==> config.mk <==
export PLATFORM = sky130hd
export DESIGN_NAME = command_frame_receiver_crc16_top
export DESIGN_NICKNAME = d
export VERILOG_FILES = /design/src/rtl/core/cfrc_pkg.sv /design/src/rtl/core/command_frame_receiver_crc16_top.sv
export SDC_FILE = /design/constraint.sdc
export NUM_CORES = 1
export LEC_CHECK = 0
export BUFFER_PORTS_ARGS = -buffer_cell sky130_fd_sc_hd__buf_2
export CAP_MARGIN = 0
export CORE_MARGIN = 3
export CORE_UTILIZATION = 55
export DETAILED_ROUTE_END_ITERATION = 8
export HOLD_SLACK_MARGIN = 0.03
export PLACE_DENSITY_LB_ADDON = 0.1
export SLEW_MARGIN = 20
export SYNTH_ARGS = -nofsm -noshare
export SYNTH_HDL_FRONTEND = slang
export SYNTH_SLANG_ARGS = --single-unit
==> constraint.sdc <==
create_clock -name clk -period 16.4 [get_ports clk]
set_input_delay 1.64 -clock clk [delete_from_list [all_inputs] [get_ports clk]]
set_output_delay 1.64 -clock clk [all_outputs]
set_load 0.01 [all_outputs]
==> src/rtl/core/cfrc_pkg.sv <==
`timescale 1ns / 1ps
// ----------------------------------------------------------------------------
// cfrc_pkg
// Shared types, codes and the CRC-16/CCITT-FALSE byte step for the framed
// command receiver.
// ----------------------------------------------------------------------------
package cfrc_pkg;

	// Event kinds on the input channel
	localparam logic [1:0] EV_BYTE  = 2'd0;
	localparam logic [1:0] EV_ERROR = 2'd1;
	localparam logic [1:0] EV_TICK  = 2'd2;

	// Result kinds on the output channel
	localparam logic [2:0] RK_PAYLOAD  = 3'd0;
	localparam logic [2:0] RK_FRAME_OK = 3'd1;
	localparam logic [2:0] RK_PLAIN    = 3'd2;
	localparam logic [2:0] RK_SERIAL   = 3'd3;
	localparam logic [2:0] RK_TIMEOUT  = 3'd4;
	localparam logic [2:0] RK_CRC_ERR  = 3'd5;
	localparam logic [2:0] RK_ADDR_ERR = 3'd6;

	// Configuration register indexes
	localparam logic [2:0] CFG_BEGIN_CODE = 3'd0;
	localparam logic [2:0] CFG_ERASE_CODE = 3'd1;
	localparam logic [2:0] CFG_WRITE_CODE = 3'd2;
	localparam logic [2:0] CFG_CHECK_CODE = 3'd3;
	localparam logic [2:0] CFG_TIMEOUT    = 3'd4;
	localparam logic [2:0] CFG_APP_START  = 3'd5;

	localparam int CFG_IDX_W  = 3;
	localparam int CFG_DATA_W = 18;

	// Default geometry
	localparam int PAGE_BYTES_DEF  = 512;
	localparam int FLASH_BYTES_DEF = 131072;

	// Address bits that can hold a valid page address (flash is at most 16 MiB)
	localparam int ADDR_W  = 24;
	// Reciprocal width for the page-size division
	localparam int RECIP_W = ADDR_W + 2;
	// Frame body counter, holds a page index up to 1023
	localparam int COUNT_W = 10;

	localparam logic [15:0] CRC_POLY = 16'h1021;
	localparam logic [15:0] CRC_INIT = 16'hFFFF;

	typedef struct packed {
		logic [1:0] kind;
		logic [7:0] data_byte;
		logic [7:0] error_bits;
	} in_item_t;

	typedef struct packed {
		logic [2:0]  result_kind;
		logic [7:0]  command_byte;
		logic [31:0] first_word;
		logic [31:0] second_word;
		logic [7:0]  payload_byte;
		logic [8:0]  payload_index;
		logic [15:0] payload_crc;
		logic [7:0]  line_error_bits;
	} result_t;

	// One byte of CRC-16/CCITT-FALSE, MSB first
	function automatic logic [15:0] crc16_step(input logic [15:0] crc, input logic [7:0] v);
		logic [15:0] c;
		c = crc ^ {v, 8'h00};
		for (int i = 0; i < 8; i++) begin
			if (c[15]) begin
				c = {c[14:0], 1'b0} ^ CRC_POLY;
			end else begin
				c = {c[14:0], 1'b0};
			end
		end
		return c;
	endfunction

endpackage

==> src/rtl/core/command_frame_receiver_crc16_top.sv <==
`timescale 1ns / 1ps
// ----------------------------------------------------------------------------
// command_frame_receiver_crc16_top
// Framed serial command receiver: command byte, little-endian address or
// image words, optional payload page, CRC-16/CCITT-FALSE trailer.
// ----------------------------------------------------------------------------
// The block takes one event beat per clock (received byte, line error or
// millisecond tick) while its result register is free or being taken, and
// returns at most one result beat per event, in order. Each beat passes
// through the input register and then the result register; the CRC byte step
// and the frame decode sit between those two registers. Page alignment of an
// address is checked with a reciprocal product registered from the address
// register; the two trailer bytes always give it time to update.
// Configuration is written through a plain write port and must only change
// while no frame is in flight.
// ----------------------------------------------------------------------------
module command_frame_receiver_crc16_top
	import cfrc_pkg::*;
#(
	parameter int PAGE_BYTES  = PAGE_BYTES_DEF,
	parameter int FLASH_BYTES = FLASH_BYTES_DEF
) (
	input  logic                  clk,
	input  logic                  arst_n,
	input  logic                  in_valid,
	output logic                  in_ready,
	input  in_item_t              in_data,
	output logic                  out_valid,
	input  logic                  out_ready,
	output result_t               out_data,
	input  logic                  cfg_we,
	input  logic [CFG_IDX_W-1:0]  cfg_index,
	input  logic [CFG_DATA_W-1:0] cfg_wdata
);

	// Frame phases
	localparam logic [2:0] PH_IDLE    = 3'd0;
	localparam logic [2:0] PH_WORD1   = 3'd1;
	localparam logic [2:0] PH_WORD2   = 3'd2;
	localparam logic [2:0] PH_PAYLOAD = 3'd3;
	localparam logic [2:0] PH_CRCLO   = 3'd4;
	localparam logic [2:0] PH_CRCHI   = 3'd5;

	// Frame types
	localparam logic [2:0] FT_NONE  = 3'd0;
	localparam logic [2:0] FT_BEGIN = 3'd1;
	localparam logic [2:0] FT_ERASE = 3'd2;
	localparam logic [2:0] FT_WRITE = 3'd3;
	localparam logic [2:0] FT_CHECK = 3'd4;

	// Division by the page size: floor(a / P) = (a * RECIP) >> RECIP_SHIFT
	localparam int PG_LOG      = $clog2(PAGE_BYTES);
	localparam int RECIP_SHIFT = ADDR_W + PG_LOG;
	localparam int PROD_W      = ADDR_W + RECIP_W;
	localparam logic [63:0] RECIP_FULL =
		((64'd1 << RECIP_SHIFT) + 64'(PAGE_BYTES) - 64'd1) / 64'(PAGE_BYTES);
	localparam logic [RECIP_W-1:0] RECIP     = RECIP_FULL[RECIP_W-1:0];
	localparam logic [31:0]        ADDR_MAX  = 32'(FLASH_BYTES - PAGE_BYTES);
	localparam logic [COUNT_W-1:0] PAGE_LAST = COUNT_W'(PAGE_BYTES - 1);

	// Configuration registers
	logic [7:0]  begin_code_q, erase_code_q, write_code_q, check_code_q;
	logic [15:0] timeout_q;
	logic [17:0] app_start_q;

	// Frame state
	logic [2:0]         phase_q, phase_d;
	logic [2:0]         ftype_q, ftype_d;
	logic [COUNT_W-1:0] count_q, count_d;
	logic [15:0]        run_crc_q, run_crc_d;
	logic [15:0]        page_crc_q, page_crc_d;
	logic [31:0]        word_one_q, word_one_d;
	logic [31:0]        word_two_q, word_two_d;
	logic [7:0]         cmd_q, cmd_d;
	logic [7:0]         exp_lo_q, exp_lo_d;
	logic [15:0]        ticks_q, ticks_d;
	logic [ADDR_W-1:0]  quot_q;

	// Pipeline
	logic     valid_s1;
	in_item_t item_s1;
	logic     advance;
	logic     emit;
	result_t  res;
	logic     out_valid_q;
	result_t  result_q;

	// Handshake: the input register moves on whenever the result register frees
	assign advance   = valid_s1 && (!out_valid_q || out_ready);
	assign in_ready  = !valid_s1 || advance;
	assign out_valid = out_valid_q;
	assign out_data  = result_q;

	// Configuration writes
	always_ff @(posedge clk or negedge arst_n) begin
		if (!arst_n) begin
			begin_code_q <= 8'd66;
			erase_code_q <= 8'd69;
			write_code_q <= 8'd87;
			check_code_q <= 8'd67;
			timeout_q    <= 16'd100;
			app_start_q  <= 18'd16384;
		end else if (cfg_we) begin
			case (cfg_index)
				CFG_BEGIN_CODE: begin_code_q <= cfg_wdata[7:0];
				CFG_ERASE_CODE: erase_code_q <= cfg_wdata[7:0];
				CFG_WRITE_CODE: write_code_q <= cfg_wdata[7:0];
				CFG_CHECK_CODE: check_code_q <= cfg_wdata[7:0];
				CFG_TIMEOUT:    timeout_q    <= cfg_wdata[15:0];
				CFG_APP_START:  app_start_q  <= cfg_wdata[17:0];
				default: ;
			endcase
		end
	end

	// Capture the input beat
	always_ff @(posedge clk or negedge arst_n) begin
		if (!arst_n) begin
			valid_s1 <= 1'b0;
		end else if (in_ready) begin
			valid_s1 <= in_valid;
		end
	end

	always_ff @(posedge clk) begin
		if (in_ready && in_valid) begin
			item_s1 <= in_data;
		end
	end

	// Track floor(address / page size); one multiply, registered
	logic [PROD_W-1:0] quot_prod;
	assign quot_prod = PROD_W'(word_one_q[ADDR_W-1:0]) * PROD_W'(RECIP);

	always_ff @(posedge clk) begin
		quot_q <= ADDR_W'(quot_prod >> RECIP_SHIFT);
	end

	// Address check for erase, write and check frames
	logic addr_ok;
	logic page_aligned;
	assign page_aligned = (word_one_q[31:ADDR_W] == '0) &&
		(word_one_q[ADDR_W-1:0] == ADDR_W'(quot_q * ADDR_W'(PAGE_BYTES)));
	assign addr_ok = page_aligned && (word_one_q >= 32'(app_start_q)) &&
		(word_one_q <= ADDR_MAX) && (FLASH_BYTES >= PAGE_BYTES);

	// Frame decode: next state and result for the beat in the input register
	logic [15:0] run_crc_step;
	logic [15:0] open_crc;
	logic [15:0] page_crc_step;
	logic [15:0] ticks_inc;
	logic [15:0] exp_crc;
	logic [2:0]  open_type;
	logic [4:0]  shift_amt;

	assign run_crc_step  = crc16_step(run_crc_q, item_s1.data_byte);
	assign open_crc      = crc16_step(CRC_INIT, item_s1.data_byte);
	assign page_crc_step = crc16_step(page_crc_q, item_s1.data_byte);
	assign ticks_inc     = (ticks_q == 16'hFFFF) ? ticks_q : ticks_q + 16'd1;
	assign exp_crc       = {item_s1.data_byte, exp_lo_q};
	assign shift_amt     = {count_q[1:0], 3'b000};

	always_comb begin
		if (item_s1.data_byte == begin_code_q) begin
			open_type = FT_BEGIN;
		end else if (item_s1.data_byte == erase_code_q) begin
			open_type = FT_ERASE;
		end else if (item_s1.data_byte == write_code_q) begin
			open_type = FT_WRITE;
		end else if (item_s1.data_byte == check_code_q) begin
			open_type = FT_CHECK;
		end else begin
			open_type = FT_NONE;
		end
	end

	always_comb begin
		phase_d    = phase_q;
		ftype_d    = ftype_q;
		count_d    = count_q;
		run_crc_d  = run_crc_q;
		page_crc_d = page_crc_q;
		word_one_d = word_one_q;
		word_two_d = word_two_q;
		cmd_d      = cmd_q;
		exp_lo_d   = exp_lo_q;
		ticks_d    = ticks_q;
		emit       = 1'b0;
		res        = '0;

		case (item_s1.kind)
			EV_ERROR: begin
				// Nonzero flags abort any frame
				if (item_s1.error_bits != 8'd0) begin
					emit                = 1'b1;
					res.result_kind     = RK_SERIAL;
					res.command_byte    = (phase_q == PH_IDLE) ? 8'd0 : cmd_q;
					res.line_error_bits = item_s1.error_bits;
					phase_d = PH_IDLE;
					ftype_d = FT_NONE;
					count_d = '0;
					ticks_d = '0;
				end
			end
			EV_TICK: begin
				// Count ticks inside a frame, abort at the limit
				if (phase_q != PH_IDLE) begin
					ticks_d = ticks_inc;
					if (ticks_inc >= timeout_q) begin
						emit             = 1'b1;
						res.result_kind  = RK_TIMEOUT;
						res.command_byte = cmd_q;
						phase_d = PH_IDLE;
						ftype_d = FT_NONE;
						count_d = '0;
						ticks_d = '0;
					end
				end
			end
			EV_BYTE: begin
				if (phase_q == PH_IDLE) begin
					if (open_type == FT_NONE) begin
						// Pass through
						emit             = 1'b1;
						res.result_kind  = RK_PLAIN;
						res.command_byte = item_s1.data_byte;
					end else begin
						// Open a frame
						ftype_d    = open_type;
						cmd_d      = item_s1.data_byte;
						run_crc_d  = open_crc;
						page_crc_d = CRC_INIT;
						word_one_d = '0;
						word_two_d = '0;
						exp_lo_d   = '0;
						count_d    = '0;
						ticks_d    = '0;
						phase_d    = PH_WORD1;
					end
				end else begin
					ticks_d = '0;
					case (phase_q)
						PH_WORD1, PH_WORD2: begin
							// Assemble a little-endian word
							run_crc_d = run_crc_step;
							if (phase_q == PH_WORD1) begin
								word_one_d = word_one_q | (32'(item_s1.data_byte) << shift_amt);
							end else begin
								word_two_d = word_two_q | (32'(item_s1.data_byte) << shift_amt);
							end
							count_d = count_q + COUNT_W'(1);
							if (count_q[1:0] == 2'd3) begin
								count_d = '0;
								if (phase_q == PH_WORD1 && ftype_q == FT_BEGIN) begin
									phase_d = PH_WORD2;
								end else if (phase_q == PH_WORD1 && ftype_q == FT_WRITE) begin
									phase_d = PH_PAYLOAD;
								end else begin
									phase_d = PH_CRCLO;
								end
							end
						end
						PH_PAYLOAD: begin
							// Emit the payload byte with its index
							run_crc_d  = run_crc_step;
							page_crc_d = page_crc_step;
							emit              = 1'b1;
							res.result_kind   = RK_PAYLOAD;
							res.command_byte  = cmd_q;
							res.first_word    = word_one_q;
							res.payload_byte  = item_s1.data_byte;
							res.payload_index = count_q[8:0];
							if (count_q == PAGE_LAST) begin
								count_d = '0;
								phase_d = PH_CRCLO;
							end else begin
								count_d = count_q + COUNT_W'(1);
							end
						end
						PH_CRCLO: begin
							exp_lo_d = item_s1.data_byte;
							phase_d  = PH_CRCHI;
						end
						default: begin
							// Trailer complete: report the frame
							emit             = 1'b1;
							res.command_byte = cmd_q;
							res.first_word   = word_one_q;
							res.second_word  = (ftype_q == FT_BEGIN) ? word_two_q : 32'd0;
							if (run_crc_q != exp_crc) begin
								res.result_kind = RK_CRC_ERR;
							end else if (ftype_q != FT_BEGIN && !addr_ok) begin
								res.result_kind = RK_ADDR_ERR;
							end else begin
								res.result_kind = RK_FRAME_OK;
								res.payload_crc = (ftype_q == FT_WRITE) ? page_crc_q : 16'd0;
							end
							exp_lo_d = item_s1.data_byte;
							phase_d  = PH_IDLE;
							ftype_d  = FT_NONE;
							count_d  = '0;
						end
					endcase
				end
			end
			default: ;
		endcase
	end

	// Advance frame state
	always_ff @(posedge clk or negedge arst_n) begin
		if (!arst_n) begin
			phase_q    <= PH_IDLE;
			ftype_q    <= FT_NONE;
			count_q    <= '0;
			run_crc_q  <= CRC_INIT;
			page_crc_q <= CRC_INIT;
			word_one_q <= '0;
			word_two_q <= '0;
			cmd_q      <= '0;
			exp_lo_q   <= '0;
			ticks_q    <= '0;
		end else if (advance) begin
			phase_q    <= phase_d;
			ftype_q    <= ftype_d;
			count_q    <= count_d;
			run_crc_q  <= run_crc_d;
			page_crc_q <= page_crc_d;
			word_one_q <= word_one_d;
			word_two_q <= word_two_d;
			cmd_q      <= cmd_d;
			exp_lo_q   <= exp_lo_d;
			ticks_q    <= ticks_d;
		end
	end

	// Result register: load on advance, drop once taken
	always_ff @(posedge clk or negedge arst_n) begin
		if (!arst_n) begin
			out_valid_q <= 1'b0;
		end else if (advance) begin
			out_valid_q <= emit;
		end else if (out_ready) begin
			out_valid_q <= 1'b0;
		end
	end

	always_ff @(posedge clk) begin
		if (advance && emit) begin
			result_q <= res;
		end
	end

	// Tick counter only runs inside a frame
	a_idle_ticks: assert property (@(posedge clk) disable iff (!arst_n)
		phase_q == PH_IDLE |-> ticks_q == 16'd0)
		else $error("tick counter nonzero while idle");

	// Word assembly counter stays within one word
	a_word_count: assert property (@(posedge clk) disable iff (!arst_n)
		(phase_q == PH_WORD1 || phase_q == PH_WORD2) |-> count_q < COUNT_W'(4))
		else $error("word byte counter out of range");

	// Payload results only come from the payload phase of a write frame
	a_payload_src: assert property (@(posedge clk) disable iff (!arst_n)
		(advance && emit && res.result_kind == RK_PAYLOAD) |->
			(phase_q == PH_PAYLOAD && ftype_q == FT_WRITE))
		else $error("payload beat outside a write frame");

	// An open frame always has a type
	a_frame_type: assert property (@(posedge clk) disable iff (!arst_n)
		(phase_q != PH_IDLE) |-> (ftype_q != FT_NONE))
		else $error("frame open without a type");

endmodule
==> out/results.ini <==
[run_status]
run_status = completed

[routing]
post-route-drc-count = 0
wirelength_mm = 40.2
drt_pre_antenna_iters = 5
wl_per_cell_um = 20.3
detailedRoute.firstIterationViolations = 810
num_vias = 11700
post_drt_antenna_nets = 0
routed_via_count_divided_by_cell_count = 5.88

[layout]
antenna_cells_inserted = 0
layout.cells.most_common_list = sky130_fd_sc_hd__dfrtp_1 (163), sky130_fd_sc_hd__buf_2 (160), sky130_fd_sc_hd__edfxtp_1 (134)
seq_area_mm2 = 0.00969
layout.filler_cells = 2335
mostFrequentLayoutCell = sky130_fd_sc_hd__dfrtp_1
area_growth_pct = 14.5
num-nets-final = 1643
finish.utilization = 0.647
multi_input_combinational_cell_area_mm2 = 0.00664
layout-drive-gt1-share = 0.248

[setup_path]
critPathArrivalTime_ps = 5810
setup.worst_path.start = ticks_q[4]
timing_worst_setup_path_type = reg -> reg
r2r_end = out_data[88]
startpoint_type = register
regToRegSetupSlack_ps = 10730
worstSetupEndpoint = out_data[88]
worstReg2RegStart = ticks_q[4]
worstRegToRegCells = 13
crit_required_ps = 16540
crit_path_max_fanout = 63
endpoint_kind = register

[synth]
syn-cell-area_mm2 = 0.0170
yosys_warnings = 0
synth_area_per_cell_um2 = 11.9
count_of_unique_library_cells_instantiated_by_yosys = 77
synth_sequential_area_ratio = 0.571
synth.area.top_cells = sky130_fd_sc_hd__dfrtp_1 (24%), sky130_fd_sc_hd__edfxtp_1 (24%), sky130_fd_sc_hd__dfstp_2 (7.6%), sky130_fd_sc_hd__mux2_2 (4.6%), sky130_fd_sc_hd__xnor2_1 (3.7%)
synthFlopType = sky130_fd_sc_hd__dfrtp_1
mappedNetlistNets = 1504
number_of_register_bits_inferred_by_synthesis = 361
post-synth-top-area-cell = sky130_fd_sc_hd__dfrtp_1
synth.top_cell.area_share = 0.240
synth_cells = 1423
count_of_flip_flops_with_a_built_in_enable_after_synthesis = 134
postSynth.asyncResetShare = 0.587

[global_route]
grt.total_usage = 0.241
first_global_vias = 11400
grt_max_degree = 78
number_of_antenna_violations_at_the_first_check_in_global_routing = 2
overflow = 0
grt_pass1_wl_mm = 64.1

[placed_design]
dp_hpwl_mm = 26.6
pre_cts_slack_ps = 10770
placement.io_buffers = 161
finalWeightedCongestion = 0.823

[clock_network]
post_cts.resized_instances = 0
tritoncts_clock_tree = built
cts_sinks = 361
cts_made_buffers = 39
cts_buffer_depth = 3
cts.htree.levels = 2
cts_root_buffer = sky130_fd_sc_hd__clkbuf_16
cts_hold_buffers = 0
clkSlewWorstSetupHoldPaths_ps = 50
worstSkewPairLatency_ps = 510
post_cts_buffers = 0

[floorplanning]
die_area_mm2 = 0.0330
placement_rows = 63
die-width_um = 182
die_y_um = 182
initial_core_util = 0.565
core_area_mm2 = 0.0300
floorplan.io_pins = 162

[worst_hold_path]
worstHoldPathType = reg -> reg

[timing]
tns_ps = 0
min_period_over_period = 0.346
worst_slew_margin_rel = 0.287
drv_slew = 0
maxClockFrequency_mhz = 176
finalCriticalPeriod_ps = 5670
timing.hold.ws_ps = 418
timing.clock.skew_ps = 14.5
final_critical_path_setup_slack_ps = 10730
final-setup-viol-count = 0
timing_worst_slew_pin_value_ps = 1070
timing_hold_violations_final = 0
rsz0062_at_grt = no

[pwr]
p_per_area_mw_per_mm2 = 144
vdd.ir_drop.worst_mv = 0.0801
power.static_leakage_uw = 0.00836

[job]
max_cap_violations = 0

[worst max-delay path: stages, from the launching register on]
cell and delay [ps]:
sky130_fd_sc_hd__dfrtp_1 450, sky130_fd_sc_hd__nand4_1 310, sky130_fd_sc_hd__nor4_2 650, sky130_fd_sc_hd__nor2b_1 450
sky130_fd_sc_hd__nor3_1 160, sky130_fd_sc_hd__xor2_1 180, sky130_fd_sc_hd__ha_1 290, sky130_fd_sc_hd__o21ai_0 90
sky130_fd_sc_hd__a2111oi_1 810, sky130_fd_sc_hd__a211o_1 290, sky130_fd_sc_hd__a211oi_1 130, sky130_fd_sc_hd__nor2_4 120
sky130_fd_sc_hd__buf_4 550, sky130_fd_sc_hd__buf_4 730
[metal layers]
metal,up-vias,GRT usage,part of all wire
li1,5453,-,-
met1,5763,0.356,0.46
met2,372,0.379,0.46
met3,58,0.0431,0.064
met4,4,0.0509,0.016
met5,-,0,0.00060
[worst min path at each step]
stage / start / to / cells after the start
floorplan: word_one_q[21] / quot_q[12] / 0
global placement: word_one_q[20] / quot_q[11] / 0
detailed placement: word_one_q[20] / quot_q[11] / 0
CTS: word_one_q[20] / quot_q[11] / 0
global route: word_one_q[21] / quot_q[12] / 0
finish: word_one_q[20] / quot_q[11] / 0
[final cells by class]
cell class,count,area share
Clock buffer,52,0.0553
Clock inverter,18,0.0113
Inverter,75,0.0145
Multi-Input combinational cell,895,0.342
Sequential cell,361,0.499
Tap cell,390,0.0251
Timing Repair Buffer,190,0.0531
[state kept, by name, indices dropped and copies added (netlist names), 15 cells and up]
signal,cells
out_data,116
word_one_q,32
word_two_q,32
app_start_q,18
page_crc_q,16
run_crc_q,16
ticks_q,16
timeout_q,16
quot_q,15
[through the flow]
stage	instances	power (uW)	instance area (um2)
after global placement	1911	1900	18100
final	1981	2790	19400
after global routing	1981	2940	19400
after floorplan	1423	1730	17000
after CTS	1981	2810	19400
after detailed placement	1911	1920	18100
[power breakdown]
group / total [uW] / internal [uW] / leakage [uW] / switching (uW)
logic: 612 / 276 / 0.00384 / 336
registers: 1300 / 1140 / 0.00389 / 154
clock network: 881 / 539 / 0.000636 / 342
[cells by family (layout without fill, tap and decap cells)]
logic type                 Yosys count  count (layout)  share of synthesized area
buffers and inverters              167             335                     0.0411
muxes                               79              79                     0.0524
AOI/OAI and AO/OA                  261             261                      0.113
xor gates and xnor gates           133             133                     0.0687
DFF                                361             361                      0.571
and+or+nand+nor                    384             384                      0.126
adders and majority gates           38              38                     0.0279
[cells in the mapped netlist (all sizes together) (8+ instances only)]
master,number
nand4,27
clkbuf,59
o21ai,46
buf,33
nand3,20
dfxtp,15
nor4,20
o211ai,23
dfstp,49
a211oi,12
ha,37
and3,62
o2111ai,17
inv,75
a22o,27
nand2,77
nor2,48
mux2,72
dfrtp,163
a2bb2oi,11
xor2,62
nor3,15
o41ai,8
a32o,25
a21oi,46
and2,69
xnor2,71
o31ai,8
edfxtp,134
(Power assumes the default switching activity.)
